--- src/rtl/bgib_pkg.sv ---
// Shared constants for the battery gauge icon blinker: register indexes,
// reset values, icon modes and icon column bytes.
// No dependencies.
`default_nettype none

package bgib_pkg;

	// Configuration register indexes
	localparam int unsigned CFG_IDX_W = 2;
	localparam int unsigned CFG_DATA_W = 16;
	localparam logic [CFG_IDX_W-1:0] REG_EMPTY_MV = 2'd0;
	localparam logic [CFG_IDX_W-1:0] REG_FULL_MV = 2'd1;
	localparam logic [CFG_IDX_W-1:0] REG_LOW_PCT = 2'd2;
	localparam logic [CFG_IDX_W-1:0] REG_BLINK_MS = 2'd3;

	// Register reset values
	localparam logic [15:0] EMPTY_MV_RST = 16'd14000;
	localparam logic [15:0] FULL_MV_RST = 16'd16800;
	localparam logic [6:0] LOW_PCT_RST = 7'd10;
	localparam logic [15:0] BLINK_MS_RST = 16'd250;

	// Request codes carried on the input tuser
	localparam logic [1:0] REQ_STATUS = 2'd0;
	localparam logic [1:0] REQ_TICK = 2'd1;
	localparam logic [1:0] REQ_ENTER = 2'd2;

	// Result kinds
	localparam logic KIND_TEXT = 1'b0;
	localparam logic KIND_ICON = 1'b1;

	// Icon display modes
	typedef logic [1:0] icon_mode_t;
	localparam icon_mode_t ICON_FILL = 2'd0;
	localparam icon_mode_t ICON_OUTLINE = 2'd1;
	localparam icon_mode_t ICON_NONE = 2'd2;

	// Icon column bytes
	localparam logic [7:0] COL_EDGE = 8'hFF;
	localparam logic [7:0] COL_FRAME = 8'h81;
	localparam logic [7:0] COL_TICK = 8'h3C;
	localparam logic [4:0] COL_FIRST = 5'd31;
	localparam int unsigned ICON_COLS = 10;

	// Percentage constants
	localparam logic signed [7:0] PCT_NONE = -8'sd1;
	localparam logic signed [7:0] PCT_FULL = 8'sd100;
	localparam logic [1:0] STATUS_LOW_BIT = 2'd1;

	// Default number of tick slots in the icon
	localparam int unsigned TICK_SLOTS_DEF = 6;

endpackage

`default_nettype wire

--- src/rtl/battery_gauge_icon_blinker.sv ---
// Battery gauge page sequencer: percentage via a bit-serial divider, blink
// control and icon column emission through one output register.
// Depends on bgib_pkg.
`default_nettype none

// Channel   Dir   Handshake                 Payload
// s_*       in    s_tvalid / s_tready       tuser req_type, tdata now/vbat/flags
// m_*       out   m_tvalid / m_tready       tuser kind, tlast last, tdata fields
// cfg_*     in    cfg_valid / cfg_ready     cfg_index, cfg_data
//
// A tick folds the span in ST_PREP, runs the restoring divider in ST_DIV
// (one quotient bit per cycle) unless the percentage is a clamp case,
// settles alarm and blink in ST_EVAL, then emits one result per cycle as
// m_tready allows (eleven at most). Status, enter and unused items are handled in ST_IDLE.
// The input is not taken while a tick is in progress; the last result may
// still wait in the output register while the next item is accepted.
// Reset clears the control, page and configuration state at once; no clearing pass.

module battery_gauge_icon_blinker #(
	parameter int unsigned TICK_SLOTS = bgib_pkg::TICK_SLOTS_DEF
) (
	input  wire                              clk,
	input  wire                              arst_n,
	// input items
	input  wire                              s_tvalid,
	output logic                             s_tready,
	input  wire  [63:0]                      s_tdata,  // now_ms[31:0], vbat_mv, status_flags
	input  wire  [1:0]                       s_tuser,  // req_type
	// result items
	output logic                             m_tvalid,
	input  wire                              m_tready,
	output logic [23:0]                      m_tdata,  // percent, column, column_bits, pad
	output logic                             m_tuser,  // kind
	output logic                             m_tlast,  // last
	// configuration writes
	input  wire                              cfg_valid,
	output logic                             cfg_ready,
	input  wire  [bgib_pkg::CFG_IDX_W-1:0]   cfg_index,
	input  wire  [bgib_pkg::CFG_DATA_W-1:0]  cfg_data
);
	import bgib_pkg::*;

	localparam int unsigned FW = $clog2(TICK_SLOTS + 1);

	// Sequencer states
	localparam logic [2:0] ST_IDLE = 3'd0;
	localparam logic [2:0] ST_PREP = 3'd1;
	localparam logic [2:0] ST_DIV = 3'd2;
	localparam logic [2:0] ST_EVAL = 3'd3;
	localparam logic [2:0] ST_EMIT = 3'd4;

	logic [2:0] state_q;

	// Configuration registers
	logic [15:0] empty_mv_q, full_mv_q, blink_ms_q;
	logic [6:0] low_pct_q;

	// Page and telemetry state
	logic telem_q, low_flag_q, shown_valid_q, phase_q;
	logic [15:0] batt_mv_q;
	logic signed [7:0] shown_pct_q;
	icon_mode_t shown_icon_q;
	logic [31:0] stamp_q, now_q;

	// Working registers
	logic signed [7:0] pct_q;
	logic [23:0] rem_q;
	logic [22:0] dsh_q;
	logic [5:0] quo_q;
	logic [2:0] bit_q;
	icon_mode_t want_q;
	logic [FW-1:0] filled_q;
	logic [3:0] emit_q;

	// Output register
	logic m_valid_q, m_kind_q, m_last_q;
	logic [23:0] m_data_q;

	logic s_acc, load_out;

	assign cfg_ready = 1'b1;
	assign s_tready = (state_q == ST_IDLE);
	assign s_acc = s_tvalid && s_tready;
	assign m_tvalid = m_valid_q;
	assign m_tdata = m_data_q;
	assign m_tuser = m_kind_q;
	assign m_tlast = m_last_q;

	// Span and offset, sign folded so that the span is positive
	logic signed [16:0] span_raw, off_raw, span_f, off_f;
	always_comb begin
		span_raw = $signed({1'b0, full_mv_q}) - $signed({1'b0, empty_mv_q});
		off_raw = $signed({1'b0, batt_mv_q}) - $signed({1'b0, empty_mv_q});
		if (span_raw < 0) begin
			span_f = -span_raw;
			off_f = -off_raw;
		end else begin
			span_f = span_raw;
			off_f = off_raw;
		end
	end

	// Rounded quotient numerator 200*off + span
	logic [23:0] numer;
	assign numer = 24'(off_f[15:0]) * 24'd200 + 24'(span_f[15:0]);

	// Divider step: one quotient bit per cycle
	logic div_ge;
	assign div_ge = rem_q >= {1'b0, dsh_q};

	// Alarm, blink and icon decision
	logic alarm, blink_due, phase_nx, text_chg, icon_chg;
	icon_mode_t want;
	logic [31:0] elapsed;
	always_comb begin
		alarm = low_flag_q || (!pct_q[7] && (pct_q[6:0] < low_pct_q));
		elapsed = now_q - stamp_q;
		blink_due = elapsed >= {16'd0, blink_ms_q};
		if (!alarm) begin
			phase_nx = 1'b1;
		end else if (blink_due) begin
			phase_nx = !phase_q;
		end else begin
			phase_nx = phase_q;
		end
		if (!alarm) begin
			want = ICON_FILL;
		end else if (phase_nx) begin
			want = ICON_OUTLINE;
		end else begin
			want = ICON_NONE;
		end
		text_chg = !shown_valid_q || (pct_q != shown_pct_q);
		icon_chg = want != shown_icon_q;
	end

	// Filled tick slots: round(pct * slots / 100) by threshold compares, zero unless a filled icon
	logic [FW-1:0] filled;
	logic [15:0] scaled;
	always_comb begin
		scaled = 16'(pct_q[6:0]) * 16'(TICK_SLOTS) + 16'd50;
		filled = '0;
		for (int k = 1; k <= int'(TICK_SLOTS); k++) begin
			if (scaled >= 16'(100 * k)) begin
				filled = FW'(k);
			end
		end
		if (want != ICON_FILL || pct_q[7]) begin
			filled = '0;
		end
	end

	// Next result from the emit counter
	logic [3:0] col_v;
	logic [7:0] col_bits;
	logic [23:0] nx_data;
	logic nx_kind, nx_last;
	always_comb begin
		col_v = emit_q - 4'd1;
		if (want_q == ICON_NONE) begin
			col_bits = 8'h00;
		end else if (col_v == 4'd0 || col_v == 4'd8) begin
			col_bits = COL_EDGE;
		end else if (col_v == 4'd9) begin
			col_bits = COL_TICK;
		end else if (col_v >= 4'd2 && ({1'b0, col_v} - 5'd2) < 5'(filled_q)) begin
			col_bits = COL_FRAME | COL_TICK;
		end else begin
			col_bits = COL_FRAME;
		end
		if (emit_q == 4'd0) begin
			nx_kind = KIND_TEXT;
			nx_last = 1'b0;
			nx_data = {16'd0, pct_q};
		end else begin
			nx_kind = KIND_ICON;
			nx_last = (col_v == 4'(ICON_COLS - 1));
			nx_data = {3'd0, col_bits, COL_FIRST - {1'b0, col_v}, 8'd0};
		end
	end

	assign load_out = (state_q == ST_EMIT) && (!m_valid_q || m_tready);

	// Configuration writes
	always_ff @(posedge clk or negedge arst_n) begin
		if (!arst_n) begin
			empty_mv_q <= EMPTY_MV_RST;
			full_mv_q <= FULL_MV_RST;
			low_pct_q <= LOW_PCT_RST;
			blink_ms_q <= BLINK_MS_RST;
		end else if (cfg_valid && cfg_ready) begin
			case (cfg_index)
				REG_EMPTY_MV: empty_mv_q <= cfg_data;
				REG_FULL_MV: full_mv_q <= cfg_data;
				REG_LOW_PCT: low_pct_q <= cfg_data[6:0];
				REG_BLINK_MS: blink_ms_q <= cfg_data;
				default: ;
			endcase
		end
	end

	// Sequencer and page state
	always_ff @(posedge clk or negedge arst_n) begin
		if (!arst_n) begin
			state_q <= ST_IDLE;
			telem_q <= 1'b0;
			batt_mv_q <= '0;
			low_flag_q <= 1'b0;
			shown_valid_q <= 1'b0;
			shown_pct_q <= '0;
			shown_icon_q <= ICON_FILL;
			phase_q <= 1'b1;
			stamp_q <= '0;
		end else begin
			case (state_q)
				ST_IDLE: begin
					if (s_acc) begin
						case (s_tuser)
							REQ_STATUS: begin
								batt_mv_q <= s_tdata[47:32];
								low_flag_q <= s_tdata[48 + STATUS_LOW_BIT];
								telem_q <= 1'b1;
							end
							REQ_TICK: state_q <= ST_PREP;
							REQ_ENTER: begin
								shown_valid_q <= 1'b0;
								shown_pct_q <= '0;
								shown_icon_q <= ICON_FILL;
								phase_q <= 1'b1;
								stamp_q <= s_tdata[31:0];
							end
							default: ;
						endcase
					end
				end
				ST_PREP: begin
					if (!telem_q || span_f == 0 || off_f <= 0 || off_f >= span_f) begin
						state_q <= ST_EVAL;
					end else begin
						state_q <= ST_DIV;
					end
				end
				ST_DIV: begin
					if (bit_q == 3'd0) begin
						state_q <= ST_EVAL;
					end
				end
				ST_EVAL: begin
					phase_q <= phase_nx;
					if (alarm && blink_due) begin
						stamp_q <= now_q;
					end
					if (text_chg || icon_chg) begin
						shown_pct_q <= pct_q;
						shown_valid_q <= 1'b1;
						shown_icon_q <= want;
						state_q <= ST_EMIT;
					end else begin
						state_q <= ST_IDLE;
					end
				end
				ST_EMIT: begin
					if (load_out && emit_q == 4'(ICON_COLS)) begin
						state_q <= ST_IDLE;
					end
				end
				default: state_q <= ST_IDLE;
			endcase
		end
	end

	// Working registers: percentage, divider and emit counter
	always_ff @(posedge clk) begin
		case (state_q)
			ST_IDLE: begin
				now_q <= s_tdata[31:0];
			end
			ST_PREP: begin
				if (!telem_q || span_f == 0) begin
					pct_q <= PCT_NONE;
				end else if (off_f <= 0) begin
					pct_q <= '0;
				end else if (off_f >= span_f) begin
					pct_q <= PCT_FULL;
				end
				rem_q <= numer;
				dsh_q <= {span_f[15:0], 7'd0};
				quo_q <= '0;
				bit_q <= 3'd6;
			end
			ST_DIV: begin
				if (div_ge) begin
					rem_q <= rem_q - {1'b0, dsh_q};
				end
				dsh_q <= dsh_q >> 1;
				quo_q <= {quo_q[4:0], div_ge};
				bit_q <= bit_q - 3'd1;
				if (bit_q == 3'd0) begin
					pct_q <= {1'b0, quo_q, div_ge};
				end
			end
			ST_EVAL: begin
				want_q <= want;
				filled_q <= filled;
				emit_q <= text_chg ? 4'd0 : 4'd1;
			end
			ST_EMIT: begin
				if (load_out) begin
					emit_q <= emit_q + 4'd1;
				end
			end
			default: ;
		endcase
	end

	// Output register: hold until taken, load the next result
	always_ff @(posedge clk or negedge arst_n) begin
		if (!arst_n) begin
			m_valid_q <= 1'b0;
		end else if (load_out) begin
			m_valid_q <= 1'b1;
		end else if (m_tready) begin
			m_valid_q <= 1'b0;
		end
	end

	always_ff @(posedge clk) begin
		if (load_out) begin
			m_data_q <= nx_data;
			m_kind_q <= nx_kind;
			m_last_q <= nx_last;
		end
	end

	// Only the final icon column closes a burst
	a_last_icon: assert property (@(posedge clk) disable iff (!arst_n)
		(m_tvalid && m_tlast) |-> (m_tuser == KIND_ICON && m_tdata[12:8] == 5'd22))
		else $error("last flag on a result other than the final icon column");

	// Text results carry a percentage in -1..100
	a_text_pct: assert property (@(posedge clk) disable iff (!arst_n)
		(m_tvalid && m_tuser == KIND_TEXT) |->
		($signed(m_tdata[7:0]) >= -8'sd1 && $signed(m_tdata[7:0]) <= PCT_FULL))
		else $error("text result percentage out of range");

	// Icon columns stay within the icon area
	a_icon_col: assert property (@(posedge clk) disable iff (!arst_n)
		(m_tvalid && m_tuser == KIND_ICON) |-> (m_tdata[12:8] >= 5'd22))
		else $error("icon column outside the icon area");

	// No new item is taken while a burst is still being loaded
	a_no_overlap: assert property (@(posedge clk) disable iff (!arst_n)
		(state_q == ST_EMIT && !load_out) |=> !s_tready)
		else $error("input accepted during result emission");

endmodule

`default_nettype wire
--- config.mk ---
export PLATFORM = sky130hd
export DESIGN_NAME = battery_gauge_icon_blinker
export DESIGN_NICKNAME = d
export VERILOG_FILES = /design/src/rtl/bgib_pkg.sv /design/src/rtl/battery_gauge_icon_blinker.sv
export SDC_FILE = /design/constraint.sdc
export NUM_CORES = 1
export LEC_CHECK = 0
export BUFFER_PORTS_ARGS = -buffer_cell sky130_fd_sc_hd__clkbuf_2
export CAP_MARGIN = 20
export CORE_UTILIZATION = 45
export DETAILED_ROUTE_END_ITERATION = 16
export SLEW_MARGIN = 20
export SYNTH_ARGS = -nofsm -noshare
export SYNTH_HDL_FRONTEND = slang
export SYNTH_SLANG_ARGS = --single-unit
--- constraint.sdc ---
create_clock -name clk -period 9.6 [get_ports clk]
set_input_delay 0.48 -clock clk [delete_from_list [all_inputs] [get_ports clk]]
set_output_delay 0.48 -clock clk [all_outputs]
set_load 0.02 [all_outputs]
==> metrics.csv <==
stage;metric;value;unit
status;outcome;finished, final reports clean;
sta;tns;0;ns
routing;routed_wl;45800;microns
worst_hold_path;holdCritPathClass;primary input to async pin;
cells_and_area;layout_commonest_cell;inv_1;
setup_path;crit_start;empty_mv_q[4];
yosys;syn-instance-count;2131;
global_routing;grt_overflow;0;
sta;hold_viol_final;0;
setup_path;regToRegSetupSlack;1.99;ns
floorplan;fp.dieH;209;microns
routing;wire_per_inst;16.5;microns
floorplan;core;42000;sq um
routing;via_count;15200;
setup_path;worstPathRequired;9.91;ns
yosys;synth_area_leaders;edfxtp_1, ha_1, dfrtp_1, inv_1, xnor2_1;
yosys;synth_cell_types;88;
cells_and_area;drive_gt1_share;12.2;%
floorplan;start_util;45.7;%
yosys;netlist_area;19200;sq um
yosys;syn_area_per_cell;9.02;sq um
clock_tree;clk_latency;0.58;ns
clock_tree;clock-sinks;244;
cells_and_area;final_cell_mix;inv_1, ha_1, nand2_1;
cells_and_area;area_delta_synth_final;10.4;%
setup_path;crit_top_cell;ha_1;
sta;slew_headroom;31.7;%
clock_tree;clk_pin_slew_worst_paths;0.06;ns
setup_path;worstPathMaxFanout;26;
floorplan;die_w;209;microns
placement;dp_hpwl;35100;microns
clock_tree;holdBufCountCts;0;
sta;post-route-period-util;79.3;%
cells_and_area;instances_no_fill;2775;
yosys;synth_top_cell_by_area;edfxtp_1;
setup_path;endpoint;rem_q[23];
sta;fmax;0.131;GHz
sta;hold_slack;0.0103;ns
clock_tree;cts_buffers;29;
run;maxCapViolCount;0;
setup_path;r2r_start;empty_mv_q[4];
setup_path;crit_path_top_delay_cell;a41o_1;
yosys;synth_seq_cells;244;
routing;viasPerCell;5.48;
yosys;synthFlopType;edfxtp_1;
clock_tree;cts_buffer_depth;3;
clock_tree;h-tree-depth;1;
setup_path;worstRegToRegCells;28;
global_routing;grt_antenna_before_repair;4;
setup_path;cp-end-kind;register;
yosys;synth_edf_count;123;
sta;rsz0062_at_grt;false;
global_routing;grt_use_total;21.0;%
clock_tree;postCtsSetupRepairBufs;0;
routing;ant_nets;0;
yosys;ys_seq_area_share;35.1;%
sta;min_period;7.61;ns
clock_tree;cts_root_buf;clkbuf_16;
routing;drt_iter0_drc;720;
global_routing;grt_pass1_vias;15000;
sta;setup_violations;0;
sta;fin_skew;0.0102;ns
floorplan;fp.dieArea;43600;sq um
placement;numPortBuffers;98;
clock_tree;cts_tree;built;
cells_and_area;diodes;0;
cells_and_area;fillers;4007;
clock_tree;post_cts_resized;0;
floorplan;ios;118;
placement;dp_cells;2721;
setup_path;crit_type;register to register;
routing;firstDrtPassIters;5;
placement;placed_cell_area;20300;sq um
yosys;ys_warn_count;0;
cells_and_area;fin_nets;2536;
setup_path;startpoint_type;register;
setup_path;r2r-end;rem_q[23];
yosys;synth_top_cell_area_share;19.2;%
setup_path;arrival;7.92;ns
floorplan;fp-row-count;75;
global_routing;grt_pass1_wl;75400;microns
setup_path;critPathMaxStageDelay;0.83;ns
sta;worst_pin_slew;1.02;ns
global_routing;grt_max_degree;65;
placement;gp_congestion;0.844;
cells_and_area;fin_area;21200;sq um
sta;drv_slew;0;
routing;drcViolationCount;0;
yosys;ys_async_sr_fraction;49.6;%
==> through the flow <==
| stage | worst slack [ns] | utilization [%] |
|---|---|---|
| floorplan | 2.88 | - |
| global placement | 2.12 | 48.2 |
| detailed placement | 2.07 | 48.2 |
| CTS | 2.02 | 50.5 |
| global route | 1.39 | 50.5 |
| finish | 1.99 | 50.5 |
==> worst max-delay path: cells and delay by family (launching register included) <==
| kind | cells | cell delay (ns) |
|---|---|---|
| compound gates | 12 | 3.37 |
| fa+ha+maj | 5 | 1.87 |
| simple gates | 6 | 0.71 |
| xor+xnor | 2 | 0.70 |
| flops | 1 | 0.51 |
| buf+inv | 3 | 0.17 |
==> per-layer routing <==
metal / GRT usage, % / wire (microns)
met1: 28.8 / 22000
met2: 35.1 / 21000
met3: 2.77 / 1900
met4: 5.02 / 822
met5: 0 / 59
==> cell families (layout without fill, tap and decap cells) <==
logic type | Yosys count | after routing | share of synthesized area, %
compound gates | 497 | 497 | 16.3
xor+xnor | 143 | 143 | 6.61
fa+ha+maj | 235 | 235 | 15.9
buf+inv | 301 | 404 | 6.11
flops | 244 | 244 | 35.1
mux | 72 | 72 | 4.14
other cells | 2 | 4 | 0.0391
simple gates | 637 | 637 | 15.8
==> layout make-up <==
type / instances / area, sq um / share of cell area (%)
Clock buffer: 40 / 807 / 3.80
Tap cell: 539 / 674 / 3.18
Clock inverter: 14 / 146 / 0.690
Inverter: 238 / 893 / 4.21
Sequential cell: 244 / 6750 / 31.8
Multi-Input combinational cell: 1588 / 11400 / 53.5
Timing Repair Buffer: 112 / 598 / 2.82
==> state kept, by name, summed over array words and instances (netlist names), 2 cells and up <==
register and cells:
m_tdata 16, shown_icon_q 2, stamp_q 32, filled_q 3, emit_q 4, shown_pct_q 8, want_q 2, bit_q 3
low_pct_q 7, state_q 3, quo_q 6, batt_mv_q 16, blink_ms_q 16, empty_mv_q 16, pct_q 8, dsh_q 23
rem_q 24, full_mv_q 16, now_q 32
==> worst min path at each step <==
stage                          to  slack, ns
floorplan            batt_mv_q[0]       0.18
global placement          telem_q       0.45
detailed placement        telem_q       0.46
CTS                 batt_mv_q[15]       0.04
global route             now_q[5]       0.07
finish              batt_mv_q[10]       0.01
==> cells in the mapped netlist (all sizes together), types with 17 or more instances <==
library cell,number
dfstp,20
xnor2,88
clkbuf,47
a21o,35
nor2,191
nand2b,28
o21a,29
xor2,55
nor2b,21
a31oi,53
dfrtp,101
mux2,60
inv,236
nand3,36
nand4,28
fa,17
ha,217
nand2,201
nor3,39
o21ai,115
a21oi,139
edfxtp,123
Power is not shown: default switching activity piles up to over one toggle a cycle in this logic, so the estimate is an artifact.
